--- src/rtl/core/tbfd_pkg.sv ---
`default_nettype none
// ----------------------------------------------------------------------------
// tbfd_pkg
// Shared codes, constants and the result word type of the byte field deframer.
// ----------------------------------------------------------------------------
package tbfd_pkg;

    // Result kinds
    localparam logic [1:0] KIND_BYTE  = 2'd0;
    localparam logic [1:0] KIND_EMPTY = 2'd1;
    localparam logic [1:0] KIND_ERROR = 2'd2;

    // Error codes, meaningful when kind is KIND_ERROR
    localparam logic ERR_MARKER = 1'b0;
    localparam logic ERR_TRUNC  = 1'b1;

    // Marker values
    localparam logic [7:0] MARKER_EMPTY    = 8'd0;
    localparam logic [7:0] MARKER_SHORT_MAX = 8'd253;
    localparam logic [7:0] MARKER_LONG     = 8'd254;
    localparam logic [7:0] MARKER_BAD      = 8'd255;

    // Width of the long-form length and number of its bytes
    localparam int LEN_W          = 24;
    localparam int LEN_BYTES      = 3;

    // One result word
    typedef struct packed {
        logic [1:0] kind;
        logic [7:0] payload_byte;
        logic       last_of_field;
        logic       error_code;
    } result_t;

endpackage
`default_nettype wire

--- src/rtl/core/tl_bytes_field_deframer_unit.sv ---
`default_nettype none
// ----------------------------------------------------------------------------
// tl_bytes_field_deframer_unit
// Splits a byte stream of length-prefixed, 4-byte padded fields into payload
// bytes, empty-field marks and error reports.
// ----------------------------------------------------------------------------
// Usage:
//   Input channel (in_valid/in_ready): one buffer byte per word, data_byte
//   with buffer_end high on the buffer's last byte.
//   Output channel (out_valid/out_ready): at most one result word per input
//   word: kind, payload_byte, last_of_field, error_code. Marker, length and
//   padding bytes give a result only for an empty field, a bad marker or a
//   truncation at buffer end; bytes discarded after a bad marker give none.
//   Throughput: one byte per cycle unless the skid register is full; the
//   parser state is updated by a single level of counter logic.
//   Stall: an output register and a one-word skid register sit between the
//   parser and the receiver. While the receiver stalls the parser goes on
//   taking bytes until the skid register holds a result; in_ready then drops
//   until the output drains.
//   Reset: rst_n clears the parser to expect a length marker and empties
//   both result registers. A byte flagged buffer_end also returns the parser
//   to expecting a marker for the next buffer.
// ----------------------------------------------------------------------------
module tl_bytes_field_deframer_unit (
    input  wire logic       clk,
    input  wire logic       rst_n,
    // Input channel
    input  wire logic       in_valid,
    output logic            in_ready,
    input  wire logic [7:0] data_byte,
    input  wire logic       buffer_end,
    // Output channel
    output logic            out_valid,
    input  wire logic       out_ready,
    output logic [1:0]      kind,
    output logic [7:0]      payload_byte,
    output logic            last_of_field,
    output logic            error_code
);

    typedef enum logic [2:0] {
        PH_MARKER  = 3'd0,
        PH_LENGTH  = 3'd1,
        PH_PAYLOAD = 3'd2,
        PH_PAD     = 3'd3,
        PH_DISCARD = 3'd4
    } phase_t;

    phase_t                         phase_reg, phase_next;
    logic [tbfd_pkg::LEN_W-1:0]     length_accum_reg, length_accum_next;
    logic [1:0]                     length_bytes_seen_reg, length_bytes_seen_next;
    logic [tbfd_pkg::LEN_W-1:0]     payload_left_reg, payload_left_next;
    logic [1:0]                     pad_left_reg, pad_left_next;

    tbfd_pkg::result_t              res_next;
    logic                           res_has;
    tbfd_pkg::result_t              out_reg, skid_reg;
    logic                           out_valid_reg, skid_valid_reg;

    logic                           in_fire;
    logic [tbfd_pkg::LEN_W-1:0]     accum_upd;
    logic                           last_byte;
    logic [1:0]                     seen_inc;
    logic [1:0]                     pad_dec;

    assign in_ready = !skid_valid_reg;
    assign in_fire  = in_valid && in_ready;

    // Length byte merged into the accumulator, little-endian
    always_comb
    begin
        accum_upd = length_accum_reg;
        case (length_bytes_seen_reg)
            2'd0:    accum_upd[7:0]   = length_accum_reg[7:0]   | data_byte;
            2'd1:    accum_upd[15:8]  = length_accum_reg[15:8]  | data_byte;
            2'd2:    accum_upd[23:16] = length_accum_reg[23:16] | data_byte;
            default: accum_upd = length_accum_reg;
        endcase
    end

    assign seen_inc  = length_bytes_seen_reg + 2'd1;
    assign pad_dec   = pad_left_reg - 2'd1;
    assign last_byte = (payload_left_reg <= tbfd_pkg::LEN_W'(1));

    // Parser next state and result
    always_comb
    begin
        phase_next             = phase_reg;
        length_accum_next      = length_accum_reg;
        length_bytes_seen_next = length_bytes_seen_reg;
        payload_left_next      = payload_left_reg;
        pad_left_next          = pad_left_reg;
        res_has                = 1'b0;
        res_next               = '0;

        case (phase_reg)
            PH_LENGTH:
            begin
                length_accum_next      = accum_upd;
                length_bytes_seen_next = seen_inc;
                if (seen_inc == 2'(tbfd_pkg::LEN_BYTES))
                begin
                    length_bytes_seen_next = 2'd0;
                    if (accum_upd == '0)
                    begin
                        res_has       = 1'b1;
                        res_next.kind = tbfd_pkg::KIND_EMPTY;
                        phase_next    = PH_MARKER;
                    end
                    else
                    begin
                        payload_left_next = accum_upd;
                        pad_left_next     = 2'd0 - accum_upd[1:0];
                        phase_next        = PH_PAYLOAD;
                        if (buffer_end)
                        begin
                            res_has             = 1'b1;
                            res_next.kind       = tbfd_pkg::KIND_ERROR;
                            res_next.error_code = tbfd_pkg::ERR_TRUNC;
                        end
                    end
                end
                else if (buffer_end)
                begin
                    res_has             = 1'b1;
                    res_next.kind       = tbfd_pkg::KIND_ERROR;
                    res_next.error_code = tbfd_pkg::ERR_TRUNC;
                end
            end
            PH_PAYLOAD:
            begin
                res_has = 1'b1;
                if (last_byte)
                begin
                    payload_left_next = '0;
                    phase_next        = (pad_left_reg != 2'd0) ? PH_PAD : PH_MARKER;
                end
                else
                begin
                    payload_left_next = payload_left_reg - tbfd_pkg::LEN_W'(1);
                end
                if (buffer_end && (!last_byte || pad_left_reg != 2'd0))
                begin
                    res_next.kind       = tbfd_pkg::KIND_ERROR;
                    res_next.error_code = tbfd_pkg::ERR_TRUNC;
                end
                else
                begin
                    res_next.kind          = tbfd_pkg::KIND_BYTE;
                    res_next.payload_byte  = data_byte;
                    res_next.last_of_field = last_byte;
                end
            end
            PH_PAD:
            begin
                pad_left_next = pad_dec;
                if (pad_dec == 2'd0)
                begin
                    phase_next = PH_MARKER;
                end
                else if (buffer_end)
                begin
                    res_has             = 1'b1;
                    res_next.kind       = tbfd_pkg::KIND_ERROR;
                    res_next.error_code = tbfd_pkg::ERR_TRUNC;
                end
            end
            PH_DISCARD:
            begin
                // bytes dropped until the buffer ends
            end
            default:
            begin
                if (data_byte == tbfd_pkg::MARKER_EMPTY)
                begin
                    res_has       = 1'b1;
                    res_next.kind = tbfd_pkg::KIND_EMPTY;
                    phase_next    = PH_MARKER;
                end
                else if (data_byte <= tbfd_pkg::MARKER_SHORT_MAX)
                begin
                    payload_left_next = tbfd_pkg::LEN_W'(data_byte);
                    pad_left_next     = ~data_byte[1:0];
                    phase_next        = PH_PAYLOAD;
                    if (buffer_end)
                    begin
                        res_has             = 1'b1;
                        res_next.kind       = tbfd_pkg::KIND_ERROR;
                        res_next.error_code = tbfd_pkg::ERR_TRUNC;
                    end
                end
                else if (data_byte == tbfd_pkg::MARKER_LONG)
                begin
                    length_accum_next      = '0;
                    length_bytes_seen_next = 2'd0;
                    phase_next             = PH_LENGTH;
                    if (buffer_end)
                    begin
                        res_has             = 1'b1;
                        res_next.kind       = tbfd_pkg::KIND_ERROR;
                        res_next.error_code = tbfd_pkg::ERR_TRUNC;
                    end
                end
                else
                begin
                    res_has             = 1'b1;
                    res_next.kind       = tbfd_pkg::KIND_ERROR;
                    res_next.error_code = tbfd_pkg::ERR_MARKER;
                    phase_next          = PH_DISCARD;
                end
            end
        endcase

        // Buffer end clears the parser for the next buffer
        if (buffer_end)
        begin
            phase_next             = PH_MARKER;
            length_accum_next      = '0;
            length_bytes_seen_next = 2'd0;
            payload_left_next      = '0;
            pad_left_next          = 2'd0;
        end
    end

    // Parser state
    always_ff @(posedge clk or negedge rst_n)
    begin
        if (!rst_n)
        begin
            phase_reg             <= PH_MARKER;
            length_accum_reg      <= '0;
            length_bytes_seen_reg <= 2'd0;
            payload_left_reg      <= '0;
            pad_left_reg          <= 2'd0;
        end
        else if (in_fire)
        begin
            phase_reg             <= phase_next;
            length_accum_reg      <= length_accum_next;
            length_bytes_seen_reg <= length_bytes_seen_next;
            payload_left_reg      <= payload_left_next;
            pad_left_reg          <= pad_left_next;
        end
    end

    // Output register with one-word skid
    always_ff @(posedge clk or negedge rst_n)
    begin
        if (!rst_n)
        begin
            out_valid_reg  <= 1'b0;
            skid_valid_reg <= 1'b0;
        end
        else if (!out_valid_reg || out_ready)
        begin
            if (skid_valid_reg)
            begin
                out_valid_reg  <= 1'b1;
                skid_valid_reg <= 1'b0;
            end
            else
            begin
                out_valid_reg <= in_fire && res_has;
            end
        end
        else if (in_fire && res_has)
        begin
            skid_valid_reg <= 1'b1;
        end
    end

    // Result payload, no reset
    always_ff @(posedge clk)
    begin
        if (!out_valid_reg || out_ready)
        begin
            if (skid_valid_reg)
            begin
                out_reg <= skid_reg;
            end
            else if (in_fire && res_has)
            begin
                out_reg <= res_next;
            end
        end
        else if (in_fire && res_has)
        begin
            skid_reg <= res_next;
        end
    end

    assign out_valid     = out_valid_reg;
    assign kind          = out_reg.kind;
    assign payload_byte  = out_reg.payload_byte;
    assign last_of_field = out_reg.last_of_field;
    assign error_code    = out_reg.error_code;

    // Checks
    a_skid_behind_out: assert property (@(posedge clk) disable iff (!rst_n)
        skid_valid_reg |-> out_valid_reg)
        else $error("skid word held with output register empty");

    a_error_clean: assert property (@(posedge clk) disable iff (!rst_n)
        (out_valid_reg && out_reg.kind == tbfd_pkg::KIND_ERROR)
        |-> (out_reg.payload_byte == 8'd0 && !out_reg.last_of_field))
        else $error("error word carries payload");

    a_end_clears: assert property (@(posedge clk) disable iff (!rst_n)
        (in_fire && buffer_end) |=> (phase_reg == PH_MARKER && payload_left_reg == '0))
        else $error("parser not cleared after buffer end");

    a_payload_count: assert property (@(posedge clk) disable iff (!rst_n)
        (phase_reg == PH_PAYLOAD) |-> (payload_left_reg != '0))
        else $error("payload phase with no bytes left");

    a_pad_count: assert property (@(posedge clk) disable iff (!rst_n)
        (phase_reg == PH_PAD) |-> (pad_left_reg != 2'd0))
        else $error("pad phase with no padding left");

endmodule
`default_nettype wire
--- config.mk ---
export PLATFORM = sky130hd
export DESIGN_NAME = tl_bytes_field_deframer_unit
export DESIGN_NICKNAME = d
export VERILOG_FILES = /design/src/rtl/core/tbfd_pkg.sv /design/src/rtl/core/tl_bytes_field_deframer_unit.sv
export SDC_FILE = /design/constraint.sdc
export NUM_CORES = 1
export LEC_CHECK = 0
export BUFFER_PORTS_ARGS = -buffer_cell sky130_fd_sc_hd__buf_2
export CAP_MARGIN = 20
export CORE_ASPECT_RATIO = 1.75
export CORE_MARGIN = 2
export CORE_UTILIZATION = 60
export DETAILED_ROUTE_END_ITERATION = 16
export PLACE_DENSITY = 0.91
export SLEW_MARGIN = 10
export SYNTH_ARGS = -nofsm -noshare
export SYNTH_HDL_FRONTEND = slang
export SYNTH_SLANG_ARGS = --single-unit
--- constraint.sdc ---
create_clock -name clk -period 12.9 [get_ports clk]
set_input_delay 1.29 -clock clk [delete_from_list [all_inputs] [get_ports clk]]
set_output_delay 1.29 -clock clk [all_outputs]
set_load 0.02 [all_outputs]
; ---- Word-level counts from Yosys, hierarchy flattened
; Cells that the tools add are included.
[word_totals]
ff_bits = 81
word_cells = 141
[op_classes]
addsub = 4
magnitude_cmp = 2
n_eq_ne = 20
muxes = 68
bitwise_logic = 5
reduce_logical = 27
[ops]
columns = cell, count
row1 = $mux 24, 10
row2 = $pmux 24 s3, 1
row3 = $pmux 24 s2, 1
row4 = $mux 2, 20
row5 = $le 24x1->1 const B, 1
row6 = $logic_not 24->1, 1
row7 = $mux 12, 2
row8 = $mux 8, 3
row9 = $or 8x8->8, 3
row10 = $sub 24x1->24 const B, 1
row11 = $mux 3, 7
row12 = $mux 9, 2
row13 = $mux 1, 16
row14 = $ne 3x3->1 const B, 4
row15 = $pmux 3 s4, 1
row16 = $reduce_and 6->1, 2
row17 = $reduce_and 5->1, 2
row18 = $eq 8x8->1 const B, 1
row19 = $le 8x8->1 const B, 1
row20 = $logic_not 8->1, 1
row21 = $ne 4x2->1 const B, 2
row22 = $pmux 1 s4, 2
row23 = $pmux 2 s4, 1
row24 = $reduce_bool 4->1, 2
row25 = other kinds (24), 39

; ---- Longest topological paths before layout
[logic_depth]
depth_word = 9
mapped_depth = 11

; ---- Least setup slack after synthesis
; OpenSTA, ideal clock, no wires.
[synth_path]
path_kind = input to register
startpoint = input data_byte[0]
endpoint = register skid_reg[0] (netlist name) (enable)
arrival_ps = 4797
required_ps = 12451
path_slack_ps = 7655
path_stages = 8
path_buffers = 1
cell_sequence = buf_2 a21oi_1 ha_1 nor4b_1 o21ai_0 nor4_1 nand4_1 a2111oi_0
[synth_between]
elab_chain_len = 8
word_cells_on_any_way = 18
[synth_rtl]
columns = element, line
row1 = start: declaration, tl_bytes_field_deframer_unit.sv:30  ; input wire logic [7:0] data_byte,
row2 = "parallel branches: the longest is 5 deep, another holds $le 8x8->1", -
row3 = $pmux 1 s4 (*), tl_bytes_field_deframer_unit.sv:96  ; case (phase_reg)
row4 = $logic_and 1x1->1 (*), tl_bytes_field_deframer_unit.sv:286  ; else if (in_fire && res_has)
row5 = $reduce_and 2->1 (no line) (*), -
row6 = end signal: assignment, tl_bytes_field_deframer_unit.sv:288  ; skid_reg <= res_next;
row7 = end: declaration, tl_bytes_field_deframer_unit.sv:57  ; tbfd_pkg::result_t out_reg, skid_reg;
; Every way passes the cells marked *.
; A chain may end at the register's enable or synchronous reset.

; ---- Worst setup path in the final report
[layout_path]
startpoint = input data_byte[0]
endpoint = register out_reg (netlist bit payload_byte[4]) (enable)
[layout_between]
elab_chain_len = 9
word_cells_on_any_way = 19
[layout_rtl]
columns = element, line
row1 = "parallel branches: the longest is 5 deep, another holds $le 8x8->1", -
row2 = $pmux 1 s4 (*), tl_bytes_field_deframer_unit.sv:96
row3 = $logic_and 1x1->1 (*), tl_bytes_field_deframer_unit.sv:281  ; else if (in_fire && res_has)
row4 = $reduce_bool 2->1 (no line) (*), -
row5 = $reduce_and 2->1 (no line) (*), -
row6 = end signal: assignment, tl_bytes_field_deframer_unit.sv:279  ; out_reg <= skid_reg;
row7 = end signal: assignment, tl_bytes_field_deframer_unit.sv:283  ; out_reg <= res_next;
row8 = end: declaration, tl_bytes_field_deframer_unit.sv:57
; Marked as above.

==> reports/qor.csv <==
stage;metric;value;unit
logic_synthesis;Cell Area, Synth;4700;um^2
setup_path;nature of the critical path startpoint;input pin;
hold_path;hold crit path type;flop to flop;
detailed_routing;1st-pass router iterations;12;
floorplan;Die Width;70.9;um
placed_design;Port-buffer cells;26;
sta;Fin Clk Skew;0.0106;ns
clocking;CTS Hold Bufs;0;
setup_path;critical-path maximum fanout;12;
sta;worst slew pin tran;1.11;ns
floorplan;Cell Rows;42;
setup_path;Worst Path Required;12.87;ns
finish;Non-Filler Instances;595;
floorplan;Initial Util;62.2;%
pwr;pwr dens;246;nW/um^2
pwr;Flop pwr share;32.1;%
finish;Diodes inserted;0;
pwr;Clock power frac;22.2;%
clocking;Clk Latency, worst-skew pair;0.35;ns
global_routing;largest net degree at the start of global routing;58;
logic_synthesis;syn_area_per_cell;9.54;um^2
sta;Setup violations, final;0;
clocking;Clock Sinks;81;
setup_path;Worst EP arrival;4.53;ns
pwr;Leak;2.17;nW
detailed_routing;Post-Route WL;14.7;mm
global_routing;initial antenna violation count;0;
floorplan;total core area;7570;um^2
floorplan;I/O pin count;27;
placed_design;DP HPWL;9.86;mm
finish;layout cells sized above 1;17.6;%
global_routing;vias in the first global route;4304;
sta;fin crit share;35.3;%
logic_synthesis;Async S/R FF share, synth;70.4;%
job;Max-Cap Viols;0;
logic_synthesis;Netlist cell types;72;
sta;RSZ-0062 raised after global routing;false;
logic_synthesis;Synth area leader;dfrtp_1;
global_routing;first-pass GRT wire length;22.9;mm
logic_synthesis;cell count after synthesis;493;
global_routing;Total GRT Usage;35.8;%
logic_synthesis;Synth top area share;30.3;%
floorplan;Die Area;8590;um^2
global_routing;global route total overflow;0;
logic_synthesis;#FFs+latches synth;81;
clocking;CTS buffer count;9;
sta;Fmax;0.219;GHz
sta;min Tclk post-route;4.56;ns
sta;endpoints failing hold;0;
logic_synthesis;Synth Net Count;511;
clocking;CTS tree;built;
logic_synthesis;count of flip-flops with a built-in enable after synthesis;24;
pwr;Pint;0.707;mW
placed_design;RD Place Congestion;0.926;
clocking;clock-pin slew on the worst setup and hold paths;0.06;ns
pwr;Logic pwr share;45.6;%
detailed_routing;Routed Antenna Nets;0;
clocking;setup bufs post-CTS;0;
logic_synthesis;YS warnings;0;
sta;hold slack;0.513;ns
floorplan;Die Y;121;um
pwr;Sw Share;44.3;%
logic_synthesis;register area share after synthesis;45.7;%
clocking;clk root buf;clkbuf_16;
sta;Pins Over Slew Limit;0;
status;status;completed;
finish;Layout area overhead;9.52;%
detailed_routing;DRC;0;
setup_path;CP Class;input pin to flop;
clocking;CTS max path bufs;2;
setup_path;crit end category;flop;
sta;TNS Setup;0;ns
placed_design;DP Worst Slack;8.16;ns
placed_design;Cells after DPL;579;
logic_synthesis;top_reg_cell synth;dfrtp_1;
finish;final net count;520;
clocking;PostCTS Resize Cnt;0;
detailed_routing;Via density;7.51;
setup_path;flop2flop setup slack;8.50;ns
clocking;H-tree levels;3;
pwr;Peak VDD IR;0.000127;V
detailed_routing;via count;4466;
sta;Rel. slew slack;26.0;%
detailed_routing;Avg WL per Cell;24.8;um
pwr;switching power;0.562;mW
sta;final setup margin;8.34;ns
logic_synthesis;ranking of synthesized cells by area;dfrtp_1, edfxtp_1, mux2_2;
detailed_routing;initial DRC count;730;
-- layout by cell type (no fill, tap or decap), types with 3 or more instances in the layout --
cell type  instances
o32ai_1            6
nor4_1            13
nand3_1           25
clkbuf_16          9
ha_1               5
edfxtp_1          24
nand2_1           24
a21oi_1           34
or3_1              5
a22oi_1            4
nand4_1            5
a31oi_1           18
o22ai_1            5
o2bb2ai_1         13
a22o_1             8
and2_1             8
buf_2             26
buf_4              7
nor2b_1            7
o31ai_1            5
mux2i_1            4
or2_2              5
nor2_1            56
mux2_2            21
o21ai_0           22
o211ai_1           9
nor3_1             8
inv_1             10
dfrtp_1           57
a21oi_2            3
nand2b_1           8
-- power by group through the flow --
| stage | logic [mW] | clock network (mW) | registers (mW) |
|---|---|---|---|
| 6_report | 0.579 | 0.282 | 0.408 |
| 3_3_place_gp | 0.530 | 0 | 0.404 |
| 2_1_floorplan | 0.401 | 0 | 0.401 |
| 4_1_cts | 0.553 | 0.283 | 0.404 |
| 5_1_grt | 0.612 | 0.296 | 0.412 |
| 3_5_place_dp | 0.545 | 0 | 0.407 |
-- critical path, cell delays in order --
cell and delay (ns):
buf_2 0.17, a21oi_1 0.31, ha_1 0.21, nor4b_1 0.24
o21ai_0 0.16, nor4_1 0.57, nand4_1 0.31, a211o_1 0.37
a21boi_1 0.88
-- metal layers --
metal	vias to the layer above	global-route usage (%)	routed length (um)
met5	-	0	0
li1	1890	-	-
met3	120	6.98	1290
met2	372	58.6	7180
met1	2084	38.8	4810
met4	0	30.3	1460
-- logic make-up (layout without fill, tap and decap cells) --
kind of cell	after synthesis	count (layout)	share of synthesized area, %
buffers and inverters	47	61	4.76
DFF	81	81	45.7
and+or+nand+nor	179	179	19.3
xor gates and xnor gates	3	3	0.559
muxes	25	25	5.88
AOI/OAI and AO/OA	153	153	22.5
adders and majority gates	5	5	1.33
-- cell type report --
type                    instances  area, um^2
repair buffers                 33         183
fillers                       545        2420
inverters                      12        45.0
flip-flops and latches         81        2150
clock inverters                 7         103
clock buffers                   9         225
well taps                      88         110
multi-input cells             365        2340
-- cells in the mapped netlist (2+ instances only) --
| master | count |
|---|---|
| nand2_1 | 24 |
| o21a_1 | 2 |
| buf_6 | 2 |
| a21oi_1 | 34 |
| xnor2_1 | 2 |
| a21oi_2 | 3 |
| nor2b_1 | 7 |
| or3_1 | 5 |
| a221oi_1 | 2 |
| a21boi_1 | 2 |
| nand4_1 | 5 |
| buf_1 | 2 |
| and2_1 | 8 |
| a31oi_1 | 18 |
| dfrtp_1 | 57 |
| o211ai_1 | 9 |
| nand2b_1 | 8 |
| o21ai_0 | 22 |
| buf_2 | 17 |
| nor3_1 | 8 |
| nor3b_1 | 2 |
| inv_1 | 10 |
| a22oi_1 | 4 |
| o31ai_1 | 5 |
| ha_1 | 5 |
| buf_4 | 2 |
| a22o_1 | 8 |
| edfxtp_1 | 24 |
| nor2_1 | 56 |
| or4_1 | 2 |
| o32ai_1 | 6 |
| clkbuf_1 | 11 |
| mux2_2 | 21 |
| o22ai_1 | 5 |
| mux2i_1 | 4 |
| a222oi_1 | 2 |
| or2_2 | 5 |
| nor4_1 | 13 |
| nand3_1 | 25 |
| or4_4 | 2 |
| o2bb2ai_1 | 13 |
-- through the flow --
step / utilization, % / cell area [um^2] / power [mW]
after detailed placement: 63.7 / 4820 / 0.952
after floorplan: - / 4700 / 0.802
after global routing: 68.1 / 5150 / 1.32
after CTS: 68.1 / 5150 / 1.24
final: 68.1 / 5150 / 1.27
after global placement: 63.7 / 4820 / 0.934
-- final timing paths --
check                                                end                      from  cells after the start
worst min-delay path                 length_accum_reg[0]       length_accum_reg[0]                      1
worst min register to register       length_accum_reg[0]       length_accum_reg[0]                      1
worst max register to register           payload_byte[4]  length_bytes_seen_reg[0]                      9
worst max-delay path                     payload_byte[4]              data_byte[0]                      9
min in group asynchronous       length_bytes_seen_reg[0]                     rst_n                      2
max in group asynchronous                   phase_reg[0]                     rst_n                      2
Power figures use the tool's default switching activity.
